==> config.mk <==
export PLATFORM = sky130hd
export DESIGN_NAME = delimited_field_extractor
export DESIGN_NICKNAME = d
export VERILOG_FILES = /design/src/hw/rtl/dfe_pkg.sv /design/src/hw/rtl/delimited_field_extractor.sv /design/src/hw/rtl/dfe_cell.sv /design/src/hw/rtl/dfe_out_fifo.sv
export SDC_FILE = /design/constraint.sdc
export NUM_CORES = 1
export LEC_CHECK = 0
export BUFFER_PORTS_ARGS = -buffer_cell sky130_fd_sc_hd__buf_2
export CELL_PAD_IN_SITES_DETAIL_PLACEMENT = 2
export CELL_PAD_IN_SITES_GLOBAL_PLACEMENT = 2
export CORE_UTILIZATION = 26
export CTS_BUF_LIST = sky130_fd_sc_hd__clkbuf_4
export DETAILED_ROUTE_END_ITERATION = 7
export PLACE_DENSITY = 0.56
export REMOVE_ABC_BUFFERS = 1
export SLEW_MARGIN = 20
export SYNTH_ARGS = -nofsm -noshare
export SYNTH_HDL_FRONTEND = slang
export SYNTH_SLANG_ARGS = --single-unit
==> constraint.sdc <==
create_clock -name aclk -period 6.8 [get_ports aclk]
set_clock_uncertainty 0.15 [all_clocks]
set_input_delay 0 -clock aclk [delete_from_list [all_inputs] [get_ports aclk]]
set_output_delay 0 -clock aclk [all_outputs]
set_load 0.005 [all_outputs]
==> src/hw/rtl/dfe_pkg.sv <==
`timescale 1ns / 1ps

package dfe_pkg;

    localparam int CHAR_W    = 8;
    localparam int LEN_W     = 4;
    localparam int COL_W     = 8;
    localparam int SINCE_W   = 4;
    localparam int SEPB_W    = 64;
    localparam int CFG_IDX_W = 2;

    localparam logic [SINCE_W-1:0] SINCE_MAX = 4'd15;

    // Configuration register indexes
    localparam logic [CFG_IDX_W-1:0] REG_COLUMN_INDEX     = 2'd0;
    localparam logic [CFG_IDX_W-1:0] REG_SEPARATOR_LENGTH = 2'd1;
    localparam logic [CFG_IDX_W-1:0] REG_SEPARATOR_BYTES  = 2'd2;

    localparam logic [COL_W-1:0]  COLUMN_INDEX_RST     = 8'd1;
    localparam logic [LEN_W-1:0]  SEPARATOR_LENGTH_RST = 4'd1;
    localparam logic [SEPB_W-1:0] SEPARATOR_BYTES_RST  = 64'd44;

    typedef struct packed {
        logic [CHAR_W-1:0] char_out;
        logic              final_byte;
        logic              field_empty;
    } result_t;

    typedef struct packed {
        logic shift;   // take the right neighbor's byte
        logic load;    // take the incoming byte
    } cell_ctrl_t;

endpackage

==> src/hw/rtl/delimited_field_extractor.sv <==
`timescale 1ns / 1ps
// Channel  | Dir | Handshake          | Payload
// s_       | in  | s_tvalid/s_tready  | s_tdata = char_in, s_tlast = end_of_string
// m_       | out | m_tvalid/m_tready  | m_tdata = char_out, m_tlast = final_byte,
//          |     |                    | m_tuser = field_empty
// cfg_     | in  | cfg_valid/cfg_ready| cfg_index = register index, cfg_data = value
//
// One byte per cycle in steady state: an input register feeds a window of
// MAX_SEPARATOR cells that shift and compare against the separator in parallel.
// After a string's final byte, held bytes are released in turn before a closing step.
// A shortened separator length releases surplus held bytes one per cycle first.
// Synchronous active-low reset clears control state and loads register defaults.
// Output stalls fill a two-entry result queue; input keeps flowing until it is full.

module delimited_field_extractor
    import dfe_pkg::*;
#(
    parameter int MAX_SEPARATOR = 8
) (
    input  logic                 aclk,
    input  logic                 aresetn,
    // input stream
    input  logic                 s_tvalid,
    output logic                 s_tready,
    input  logic [7:0]           s_tdata,   // [7:0] char_in
    input  logic                 s_tlast,
    // result stream
    output logic                 m_tvalid,
    input  logic                 m_tready,
    output logic [7:0]           m_tdata,   // [7:0] char_out
    output logic                 m_tlast,
    output logic                 m_tuser,   // [0] field_empty
    // configuration writes
    input  logic                 cfg_valid,
    output logic                 cfg_ready,
    input  logic [CFG_IDX_W-1:0] cfg_index,
    input  logic [SEPB_W-1:0]    cfg_data
);

    localparam int HCW = $clog2(MAX_SEPARATOR + 1);

    typedef enum logic {
        ST_RUN,
        ST_FLUSH
    } state_t;

    // configuration
    logic [COL_W-1:0]  col_idx_reg;
    logic [LEN_W-1:0]  sep_len_reg;
    logic [SEPB_W-1:0] sep_bytes_reg;

    // input holding register
    logic              in_valid_reg, in_valid_next;
    logic [CHAR_W-1:0] in_char_reg, in_char_next;
    logic              in_last_reg, in_last_next;

    // string state
    state_t            state_reg, state_next;
    logic [HCW-1:0]    held_reg, held_next;
    logic [COL_W-1:0]  cur_col_reg, cur_col_next;
    logic [SINCE_W-1:0] since_reg, since_next;
    logic              emitted_reg, emitted_next;

    // staged result of the final step; it takes the last flag at close
    logic              stg_valid_reg, stg_valid_next;
    logic [CHAR_W-1:0] stg_char_reg, stg_char_next;

    // window cells
    logic [CHAR_W-1:0] cell_byte [MAX_SEPARATOR];
    logic              cell_hit  [MAX_SEPARATOR];
    cell_ctrl_t        cell_ctrl [MAX_SEPARATOR];

    logic              shift_en;
    logic              load_en;
    logic [HCW-1:0]    load_pos;

    logic [LEN_W-1:0]  eff_len;
    logic [LEN_W-1:0]  len_m1;
    logic [LEN_W-1:0]  held_ext;
    logic [CHAR_W-1:0] sep_last;
    logic              window_ok;
    logic              match;
    logic              col_sel;
    logic              space;
    logic              consume;

    logic              emit_valid;
    logic [CHAR_W-1:0] emit_byte;
    logic              emit_staged;
    logic              close;
    logic              push_valid;
    result_t           push_data;
    result_t           out_data;

    // ---------------------------------------------------------------
    // Separator length and compare
    // ---------------------------------------------------------------
    always_comb begin
        if (sep_len_reg == '0) begin
            eff_len = LEN_W'(1);
        end else if (sep_len_reg > LEN_W'(MAX_SEPARATOR)) begin
            eff_len = LEN_W'(MAX_SEPARATOR);
        end else begin
            eff_len = sep_len_reg;
        end
    end

    assign len_m1   = eff_len - LEN_W'(1);
    assign held_ext = LEN_W'(held_reg);
    assign sep_last = sep_bytes_reg[{len_m1[2:0], 3'b000} +: CHAR_W];
    assign col_sel  = (col_idx_reg != '0) && (cur_col_reg == col_idx_reg);

    // every held byte must sit on its separator position
    always_comb begin
        window_ok = 1'b1;
        for (int i = 0; i < MAX_SEPARATOR; i++) begin
            if (LEN_W'(i) < held_ext && !cell_hit[i]) begin
                window_ok = 1'b0;
            end
        end
    end

    // a match may only start at or after the end of the previous one
    assign match = (held_ext + LEN_W'(1) == eff_len) &&
                   (since_reg >= len_m1) &&
                   (in_char_reg == sep_last) && window_ok;

    // ---------------------------------------------------------------
    // Sequencer
    // ---------------------------------------------------------------
    always_comb begin
        state_next     = state_reg;
        held_next      = held_reg;
        cur_col_next   = cur_col_reg;
        since_next     = since_reg;
        emitted_next   = emitted_reg;
        stg_valid_next = stg_valid_reg;
        stg_char_next  = stg_char_reg;

        shift_en    = 1'b0;
        load_en     = 1'b0;
        load_pos    = held_reg;
        consume     = 1'b0;
        emit_valid  = 1'b0;
        emit_byte   = cell_byte[0];
        emit_staged = in_last_reg;
        close       = 1'b0;

        unique case (state_reg)
            ST_RUN: begin
                if (in_valid_reg && space) begin
                    if (held_ext >= eff_len) begin
                        // release surplus bytes after a shorter separator was set
                        shift_en   = 1'b1;
                        held_next  = held_reg - HCW'(1);
                        emit_valid = col_sel;
                    end else begin
                        consume = 1'b1;
                        if (since_reg < SINCE_MAX) begin
                            since_next = since_reg + SINCE_W'(1);
                        end
                        if (match) begin
                            held_next  = '0;
                            since_next = '0;
                            if (cur_col_reg != '0) begin
                                cur_col_next = cur_col_reg + COL_W'(1);
                            end
                        end else if (held_ext + LEN_W'(1) == eff_len) begin
                            // window full: append and release the oldest byte
                            shift_en   = 1'b1;
                            load_en    = (held_reg != '0);
                            load_pos   = held_reg - HCW'(1);
                            emit_valid = col_sel;
                            emit_byte  = (held_reg == '0) ? in_char_reg : cell_byte[0];
                        end else begin
                            load_en   = 1'b1;
                            held_next = held_reg + HCW'(1);
                        end
                        if (in_last_reg) begin
                            state_next = ST_FLUSH;
                        end
                    end
                end
            end
            ST_FLUSH: begin
                emit_staged = 1'b1;
                if (space) begin
                    if (held_reg != '0) begin
                        shift_en   = 1'b1;
                        held_next  = held_reg - HCW'(1);
                        emit_valid = col_sel;
                    end else begin
                        close          = 1'b1;
                        state_next     = ST_RUN;
                        held_next      = '0;
                        cur_col_next   = COL_W'(1);
                        since_next     = SINCE_MAX;
                        emitted_next   = 1'b0;
                        stg_valid_next = 1'b0;
                    end
                end
            end
            default: begin
                state_next = ST_RUN;
            end
        endcase

        // route results: direct, or through the stage during a final step
        push_valid = 1'b0;
        push_data  = '{char_out: stg_char_reg, final_byte: 1'b0, field_empty: 1'b0};
        if (close) begin
            push_valid = 1'b1;
            if (stg_valid_reg) begin
                push_data = '{char_out: stg_char_reg, final_byte: 1'b1, field_empty: 1'b0};
            end else begin
                push_data = '{char_out: '0, final_byte: 1'b1, field_empty: !emitted_reg};
            end
        end else if (emit_valid) begin
            emitted_next = 1'b1;
            if (emit_staged) begin
                push_valid     = stg_valid_reg;
                stg_valid_next = 1'b1;
                stg_char_next  = emit_byte;
            end else begin
                push_valid = 1'b1;
                push_data  = '{char_out: emit_byte, final_byte: 1'b0, field_empty: 1'b0};
            end
        end
    end

    // ---------------------------------------------------------------
    // Input register
    // ---------------------------------------------------------------
    assign s_tready = !in_valid_reg || consume;

    always_comb begin
        in_valid_next = in_valid_reg && !consume;
        in_char_next  = in_char_reg;
        in_last_next  = in_last_reg;
        if (s_tvalid && s_tready) begin
            in_valid_next = 1'b1;
            in_char_next  = s_tdata;
            in_last_next  = s_tlast;
        end
    end

    // ---------------------------------------------------------------
    // Registers
    // ---------------------------------------------------------------
    assign cfg_ready = 1'b1;

    always_ff @(posedge aclk) begin
        if (!aresetn) begin
            col_idx_reg   <= COLUMN_INDEX_RST;
            sep_len_reg   <= SEPARATOR_LENGTH_RST;
            sep_bytes_reg <= SEPARATOR_BYTES_RST;
            in_valid_reg  <= 1'b0;
            state_reg     <= ST_RUN;
            held_reg      <= '0;
            cur_col_reg   <= COL_W'(1);
            since_reg     <= SINCE_MAX;
            emitted_reg   <= 1'b0;
            stg_valid_reg <= 1'b0;
        end else begin
            if (cfg_valid && cfg_ready) begin
                unique case (cfg_index)
                    REG_COLUMN_INDEX:     col_idx_reg   <= cfg_data[COL_W-1:0];
                    REG_SEPARATOR_LENGTH: sep_len_reg   <= cfg_data[LEN_W-1:0];
                    REG_SEPARATOR_BYTES:  sep_bytes_reg <= cfg_data;
                    default: begin
                    end
                endcase
            end
            in_valid_reg  <= in_valid_next;
            state_reg     <= state_next;
            held_reg      <= held_next;
            cur_col_reg   <= cur_col_next;
            since_reg     <= since_next;
            emitted_reg   <= emitted_next;
            stg_valid_reg <= stg_valid_next;
        end
        in_char_reg  <= in_char_next;
        in_last_reg  <= in_last_next;
        stg_char_reg <= stg_char_next;
    end

    // ---------------------------------------------------------------
    // Window cells: each holds one byte and compares it to its separator byte
    // ---------------------------------------------------------------
    for (genvar i = 0; i < MAX_SEPARATOR; i++) begin : g_cell
        logic [CHAR_W-1:0] right_byte;

        if (i == MAX_SEPARATOR - 1) begin : g_end
            assign right_byte = '0;
        end else begin : g_mid
            assign right_byte = cell_byte[i+1];
        end

        assign cell_ctrl[i].shift = shift_en;
        assign cell_ctrl[i].load  = load_en && (load_pos == HCW'(i));

        dfe_cell u_cell (
            .aclk       (aclk),
            .ctrl       (cell_ctrl[i]),
            .load_byte  (in_char_reg),
            .right_byte (right_byte),
            .sep_byte   (sep_bytes_reg[CHAR_W*i +: CHAR_W]),
            .held_byte  (cell_byte[i]),
            .sep_hit    (cell_hit[i])
        );
    end

    // ---------------------------------------------------------------
    // Result queue
    // ---------------------------------------------------------------
    dfe_out_fifo u_out_fifo (
        .aclk       (aclk),
        .aresetn    (aresetn),
        .push_valid (push_valid),
        .push_data  (push_data),
        .has_space  (space),
        .out_valid  (m_tvalid),
        .out_ready  (m_tready),
        .out_data   (out_data)
    );

    assign m_tdata = out_data.char_out;
    assign m_tlast = out_data.final_byte;
    assign m_tuser = out_data.field_empty;

endmodule

==> src/hw/rtl/dfe_cell.sv <==
`timescale 1ns / 1ps

module dfe_cell
    import dfe_pkg::*;
(
    input  logic              aclk,
    input  cell_ctrl_t        ctrl,
    input  logic [CHAR_W-1:0] load_byte,
    input  logic [CHAR_W-1:0] right_byte,
    input  logic [CHAR_W-1:0] sep_byte,
    output logic [CHAR_W-1:0] held_byte,
    output logic              sep_hit
);

    logic [CHAR_W-1:0] byte_reg;
    logic [CHAR_W-1:0] byte_next;

    always_comb begin
        if (ctrl.load) begin
            byte_next = load_byte;
        end else if (ctrl.shift) begin
            byte_next = right_byte;
        end else begin
            byte_next = byte_reg;
        end
    end

    always_ff @(posedge aclk) begin
        byte_reg <= byte_next;
    end

    assign held_byte = byte_reg;
    assign sep_hit   = (byte_reg == sep_byte);

endmodule

==> src/hw/rtl/dfe_out_fifo.sv <==
`timescale 1ns / 1ps

module dfe_out_fifo
    import dfe_pkg::*;
(
    input  logic    aclk,
    input  logic    aresetn,
    input  logic    push_valid,
    input  result_t push_data,
    output logic    has_space,
    output logic    out_valid,
    input  logic    out_ready,
    output result_t out_data
);

    logic [1:0] count_reg;
    logic [1:0] count_next;
    result_t    head_reg;
    result_t    head_next;
    result_t    tail_reg;
    result_t    tail_next;
    logic       pop;
    logic [1:0] wr_pos;

    assign pop    = (count_reg != 2'd0) && out_ready;
    assign wr_pos = count_reg - {1'b0, pop};

    always_comb begin
        head_next  = head_reg;
        tail_next  = tail_reg;
        count_next = count_reg + {1'b0, push_valid} - {1'b0, pop};
        if (pop) begin
            head_next = tail_reg;
        end
        if (push_valid) begin
            if (wr_pos == 2'd0) begin
                head_next = push_data;
            end else begin
                tail_next = push_data;
            end
        end
    end

    always_ff @(posedge aclk) begin
        if (!aresetn) begin
            count_reg <= 2'd0;
        end else begin
            count_reg <= count_next;
        end
        head_reg <= head_next;
        tail_reg <= tail_next;
    end

    assign has_space = (count_reg != 2'd2);
    assign out_valid = (count_reg != 2'd0);
    assign out_data  = head_reg;

endmodule

==> results of run 1 <==
[power by group through the flow]
stage / Sequential (uW) / Combinational, uW / Clock [uW]
6_report: 1990 / 1530 / 733
5_1_grt: 2030 / 1700 / 804
4_1_cts: 2000 / 1550 / 765
3_5_place_dp: 2030 / 1450 / 0
3_3_place_gp: 2020 / 1410 / 0
2_1_floorplan: 1880 / 1060 / 0
[layout by cell type (no fill, tap or decap), types with 6 or more instances in the layout]
| cell type | count |
|---|---|
| or2_2 | 6 |
| mux4_2 | 8 |
| and2_1 | 17 |
| o21ai_0 | 8 |
| or3_1 | 7 |
| nand3_1 | 16 |
| xnor2_1 | 58 |
| o22ai_1 | 7 |
| nor2_1 | 34 |
| nor3_1 | 10 |
| mux2i_1 | 24 |
| edfxtp_1 | 91 |
| mux2_2 | 90 |
| clkbuf_4 | 18 |
| and3_1 | 14 |
| a21boi_0 | 62 |
| dfxtp_1 | 108 |
| nand4_1 | 16 |
| ha_1 | 17 |
| nor4_1 | 16 |
| buf_4 | 11 |
| nand2b_1 | 6 |
| inv_1 | 17 |
| dlygate4sd3_1 | 210 |
| o211ai_1 | 9 |
| nand2_1 | 174 |
| nor4b_1 | 8 |
| nor2b_1 | 15 |
| a21oi_1 | 15 |
| a21o_1 | 6 |
| xor2_1 | 31 |
| buf_2 | 91 |
[worst min-delay path, delay by kind of cell]
kind,cells,cell delay (ns)
buffers and inverters,2,0.63
AND/OR/NAND/NOR,1,0.10
multiplexers,1,0.08
[cells by family (layout without fill, tap and decap cells)]
family | after synthesis | in the layout
xor+xnor | 90 | 90
compound gates | 138 | 138
fa+ha+maj | 17 | 17
simple gates | 358 | 358
mux | 123 | 123
other cells | 1 | 4
flops | 199 | 199
buf+inv | 75 | 363
[routing by layer]
layer | share of wire | GRT usage | vias to the layer above
met5 | 0 | 0 | -
li1 | - | - | 4104
met1 | 0.44 | 0.230 | 4312
met3 | 0.025 | 0.0306 | 30
met4 | 0.020 | 0.0556 | 0
met2 | 0.51 | 0.339 | 112
[final cells by class]
cell class / instances / area [um2] / area share
clock buffer: 18 / 135 / 0.00978
clock inverter: 14 / 181 / 0.0131
antenna: 2 / 5.00 / 0.000362
sequential: 199 / 4890 / 0.354
tap: 518 / 648 / 0.0469
inverter: 19 / 71.3 / 0.00516
multi-input combinational: 728 / 5240 / 0.379
timing repair buffer: 312 / 2640 / 0.191
[repair_timing]
item / 4_1_cts / 5_1_grt
gates resized for setup: 0 / 0
buffers inserted: 0 / 0
hold buffers: 210 / 0
hold endpoints to repair: 107 / 0
[final timing paths]
path,start,to,depth (start not counted)
setup / recovery,sep_len_reg[2],g_cell[3].u_cell.held_byte[2],17
hold / removal,cfg_data[3],sep_len_reg[3],4
setup reg to reg,sep_len_reg[2],g_cell[3].u_cell.held_byte[2],17
hold reg to reg,emitted_reg,emitted_reg,2
[through the flow]
step | worst slack [ns] | power [uW] | cell area [um2]
floorplan | 1.34 | 2940 | 10200
global route | 0.333 | 4530 | 13800
finish | 0.737 | 4260 | 13800
global placement | 0.951 | 3440 | 11400
detailed placement | 0.807 | 3480 | 11400
CTS | 0.775 | 4320 | 13800
==> results.cfg, run 1 <==
[timing]
worstMarginPinSlew_ns = 0.908
whs_ns = 0.0513
slew_violations = 0
finalCritPeriodShare = 0.892
setup_viol = 0
period_minus_slack_ns = 6.06
clock.fmax_ghz = 0.165
rsz0062_at_grt = no
relSlewSlack = 0.390
tns_ns = 0
hold_viol = 0

[worst_setup_path]
slowest_delay_ns = 0.53
cp_max_fo = 19
required_ns = 6.97
reg2reg_slack_ns = 0.74
crit_family = simple AND/OR/NAND/NOR gates
end_kind = flop
crit_type = reg2reg
path_cells = o21ba_2 -> nor2_1 -> buf_4 -> inv_2 -> ha_1 -> xnor2_4 -> inv_2 -> and2_0 -> a2111oi_0 -> nor4_1 -> o2111ai_1 -> nor4_4 -> buf_4 -> or3_1 -> o22ai_2 -> nand2_1 -> nand2_1
critPathSlowestCell = a2111oi_0
arrival_ns = 6.23
critPathLaunchType = flop
worst-path-buf-inv = 4

[global_route]
grt_overflow_total = 0
grt_pass1_vias = 9489
grtUsageTotal = 0.189
grt_first_pass_wirelength_um = 57800
grt_max_degree = 93
antenna_found_initial = 2

[layout]
utilization = 0.353
drive_above_1_share = 0.192
area_growth_syn_to_layout_pct = 32.6
nNetsFinal = 1374
nFillCells = 4320
fin_cells = 1810

[synthesis]
yosys_warnings = 0
muxShareOfSynthArea = 0.139
synthTopCellsByArea = edfxtp_1 (26%), dfxtp_1 (21%), mux2_2 (9.7%)
postSynthCellCount = 1001
avgSynthCellArea_um2 = 10.4
synthAdderAreaFrac = 0.0204
synth_top_area_frac = 0.262
synth_compound_area_frac = 0.0964
yosysMostFrequentCell = nand2_1
ys_seq_area_frac = 0.470
synth_commonest_cells = nand2_1 (174), dfxtp_1 (108), edfxtp_1 (91)
synth_edf_count = 91
synth_top_cell_by_area = edfxtp_1
synthSimpleGateAreaFrac = 0.169
ys_ff_latch = 199
synth_area_um2 = 10400
async_flop_share = 0
synth_flop_cell = dfxtp_1
netlist-cell-type-count = 70
synth_top_family_by_area = simple AND/OR/NAND/NOR gates
synthXorXnorAreaFrac = 0.0774

[cts]
cts_tree = yes
clkTransAtPathRegs_ns = 0.18
cts_num_sinks = 199
worstSkewPairLatency_ns = 0.64
cts-buffers-inserted = 17
clk_path_buf_depth = 2
htreeDepth = 4
clock-root-buffer = clkbuf_4

[power_and_ir_drop]
seq_power_share = 0.468
p_int_uw = 2730
p_switching_uw = 1530
comb_power_share = 0.359
power.density_nw_per_um2 = 308
clock_power_share = 0.172
p_sw_frac = 0.359
vdd_drop_max_uv = 107
leakagePower_uw = 0.00529

[placed_design]
port_buffers = 91
routabilityCongestion = 0.818
dp_hpwl_um = 26200
placed_cells = 1566

[routing]
firstDrtPassIters = 4
avgViaCountPerCell = 4.73
drtIter0Drc = 311
wl_per_cell_um = 20.6
dr_total_vias = 8558
wirelength_um = 37300
ant_nets = 0
drc = 0

[floorplan]
chipWidth_um = 202
die_area_um2 = 40900
coreArea_um2 = 39100
rows = 72
die_height_um = 202
ios = 93
start_util = 0.267

[worst_hold_path]
min_path_type = in2reg

[flow_run]
drv_cap = 0

[status]
status = finished, final reports clean
Power figures use the tool's default switching activity.
==> run 2: changes to the inputs <==
- CORE_UTILIZATION: 26 -> 41
- PLACE_DENSITY: 0.56 -> 0.82
==> run 2 against run 1 <==
Net effect: via count rose by 11%; sequential share of layout area grew 0.97 points; first-iteration DRC count is 150% higher; sequential cell count unchanged; fmax is 9.1% lower; wire length grew 25%; final area fell by 2.7%; clock-buffer cell count is 1 lower; the run now ends with negative hold slack left; register-to-register slack got worse by 0.61 ns; critical path type unchanged; non-clock buffer count down 15; setup slack got worse by 0.61 ns; total power is 6.3% higher.
==> results.cfg, run 2 (same netlist as run 1, synthesis figures left out) <==
[cts]
cts-buffers-inserted = 17
cts_num_sinks = 199
postCtsSetupRepairBufs = 0
clock-root-buffer = clkbuf_4
worstSkewPairLatency_ns = 0.69
clk_path_buf_depth = 2
cts_tree = yes
htreeDepth = 4
clkTransAtPathRegs_ns = 0.22

[layout]
layout_commonest_cell = dlygate4sd3_1
nNetsFinal = 1359
area_growth_syn_to_layout_pct = 29.0
fin_cells = 1605
multi_input_area_um2 = 5260
nFillCells = 2437
drive_above_1_share = 0.197
regArea_um2 = 4890
final_cell_mix = dlygate4sd3_1 (196), nand2_1 (174), dfxtp_1 (108)

[power_and_ir_drop]
p_switching_uw = 1910
vdd_drop_max_uv = 243
p_int_uw = 2620
clock_power_share = 0.158
seq_power_share = 0.451
power.density_nw_per_um2 = 337
leakagePower_uw = 0.00520
p_sw_frac = 0.422
comb_power_share = 0.391

[floorplan]
die_height_um = 161
coreArea_um2 = 24600
die_area_um2 = 26100
start_util = 0.424
rows = 57
chipWidth_um = 161
ios = 93

[worst_setup_path]
cp_max_fo = 19
critPathLaunchType = flop
critPathSlowestCell = a2111oi_0
required_ns = 6.99
end_kind = flop
path_cells = o21ba_2 -> nor2_1 -> buf_4 -> inv_2 -> ha_1 -> xnor2_4 -> inv_2 -> and2_0 -> a2111oi_0 -> nor4_1 -> o2111ai_1 -> nor4_4 -> buf_4 -> or3_1 -> o22ai_1 -> nand2_1 -> nand2_1
slowest_delay_ns = 0.64
arrival_ns = 6.86
crit_type = reg2reg

[global_route]
grt_overflow_total = 0
grtUsageTotal = 0.367
antenna_found_initial = 6
grt_max_degree = 93
grt_first_pass_wirelength_um = 70400
grt_pass1_vias = 11100

[routing]
drc = 0
wl_per_cell_um = 29.1
avgViaCountPerCell = 5.90
dr_total_vias = 9475
firstDrtPassIters = 5
ant_nets = 0
drtIter0Drc = 763
wirelength_um = 46700

[placed_design]
placed_cells = 1371
routabilityCongestion = 0.902
port_buffers = 91
place_ws_ns = 0.814
dp_hpwl_um = 25200

[status]
status = finished, violations left
violations = negative hold slack

[timing]
finalCritPeriodShare = 0.981
whs_ns = -0.0249
hold_viol = 3
setup_ws_ns = 0.129
relSlewSlack = 0.327
period_minus_slack_ns = 6.67
setup_viol = 0
clock.fmax_ghz = 0.150
worstMarginPinSlew_ns = 1.00
slew_violations = 0

[worst_hold_path]
min_path_type = in2reg

[flow_run]
drv_cap = 0
run 2: through the flow:
stage / TNS [ns] / util / total power, uW / cell area [um2]
after floorplan: 0 / - / 2940 / 10200
after global placement: 0 / 0.453 / 3380 / 11100
after detailed placement: 0 / 0.453 / 3500 / 11100
after CTS: 0 / 0.545 / 4250 / 13400
after global routing: -0.0452 / 0.546 / 4670 / 13400
final: 0 / 0.547 / 4530 / 13400
run 2: path summary, 6_finish.rpt:
check	from	to	slack (ns)	depth (start not counted)
min	cfg_data[17]	sep_bytes_reg[17]	-0.02	4
max reg2reg	sep_len_reg[1]	g_cell[6].u_cell.held_byte[4]	0.13	17
min reg2reg	emitted_reg	emitted_reg	0.38	2
max	sep_len_reg[1]	g_cell[6].u_cell.held_byte[4]	0.13	17
run 2: cell type report:
class	count	area share
Multi-Input combinational cell	728	0.391
Sequential cell	199	0.364
Timing Repair Buffer	297	0.185
Tap cell	324	0.0301
Clock inverter	15	0.0133
Clock buffer	17	0.00949
Inverter	19	0.00530
Antenna cell	6	0.00112
run 2: timing repair:
action | in CTS | in global routing
gates resized for setup | 0 | 2
hold buffers | 196 | 0
endpoints found under the hold margin | 106 | 0
endpoints found under the setup margin | 0 | 56
run 2: critical path, delay by kind of cell, from the launching register on:
kind	cells	cell delay, ns
AOI/OAI and AO/OA	4	1.96
xor gates and xnor gates	1	0.39
adders and majority gates	1	0.30
buffers and inverters	4	0.97
DFF	1	0.41
and+or+nand+nor	7	2.10
run 2: layer usage:
metal / wire [um] / GRT usage / vias up
li1: - / - / 4088
met1: 16900 / 0.390 / 4720
met2: 23800 / 0.646 / 461
met3: 2750 / 0.0729 / 206
met4: 3260 / 0.268 / 0
met5: 0 / 0 / -
run 2: power by group through the flow:
stage | registers (uW) | logic (uW) | clock network, uW
CTS | 2000 | 1580 | 677
global route | 2050 | 1860 | 756
global placement | 2000 | 1380 | 0
finish | 2040 | 1770 | 715
detailed placement | 2020 | 1480 | 0
floorplan | 1880 | 1060 | 0
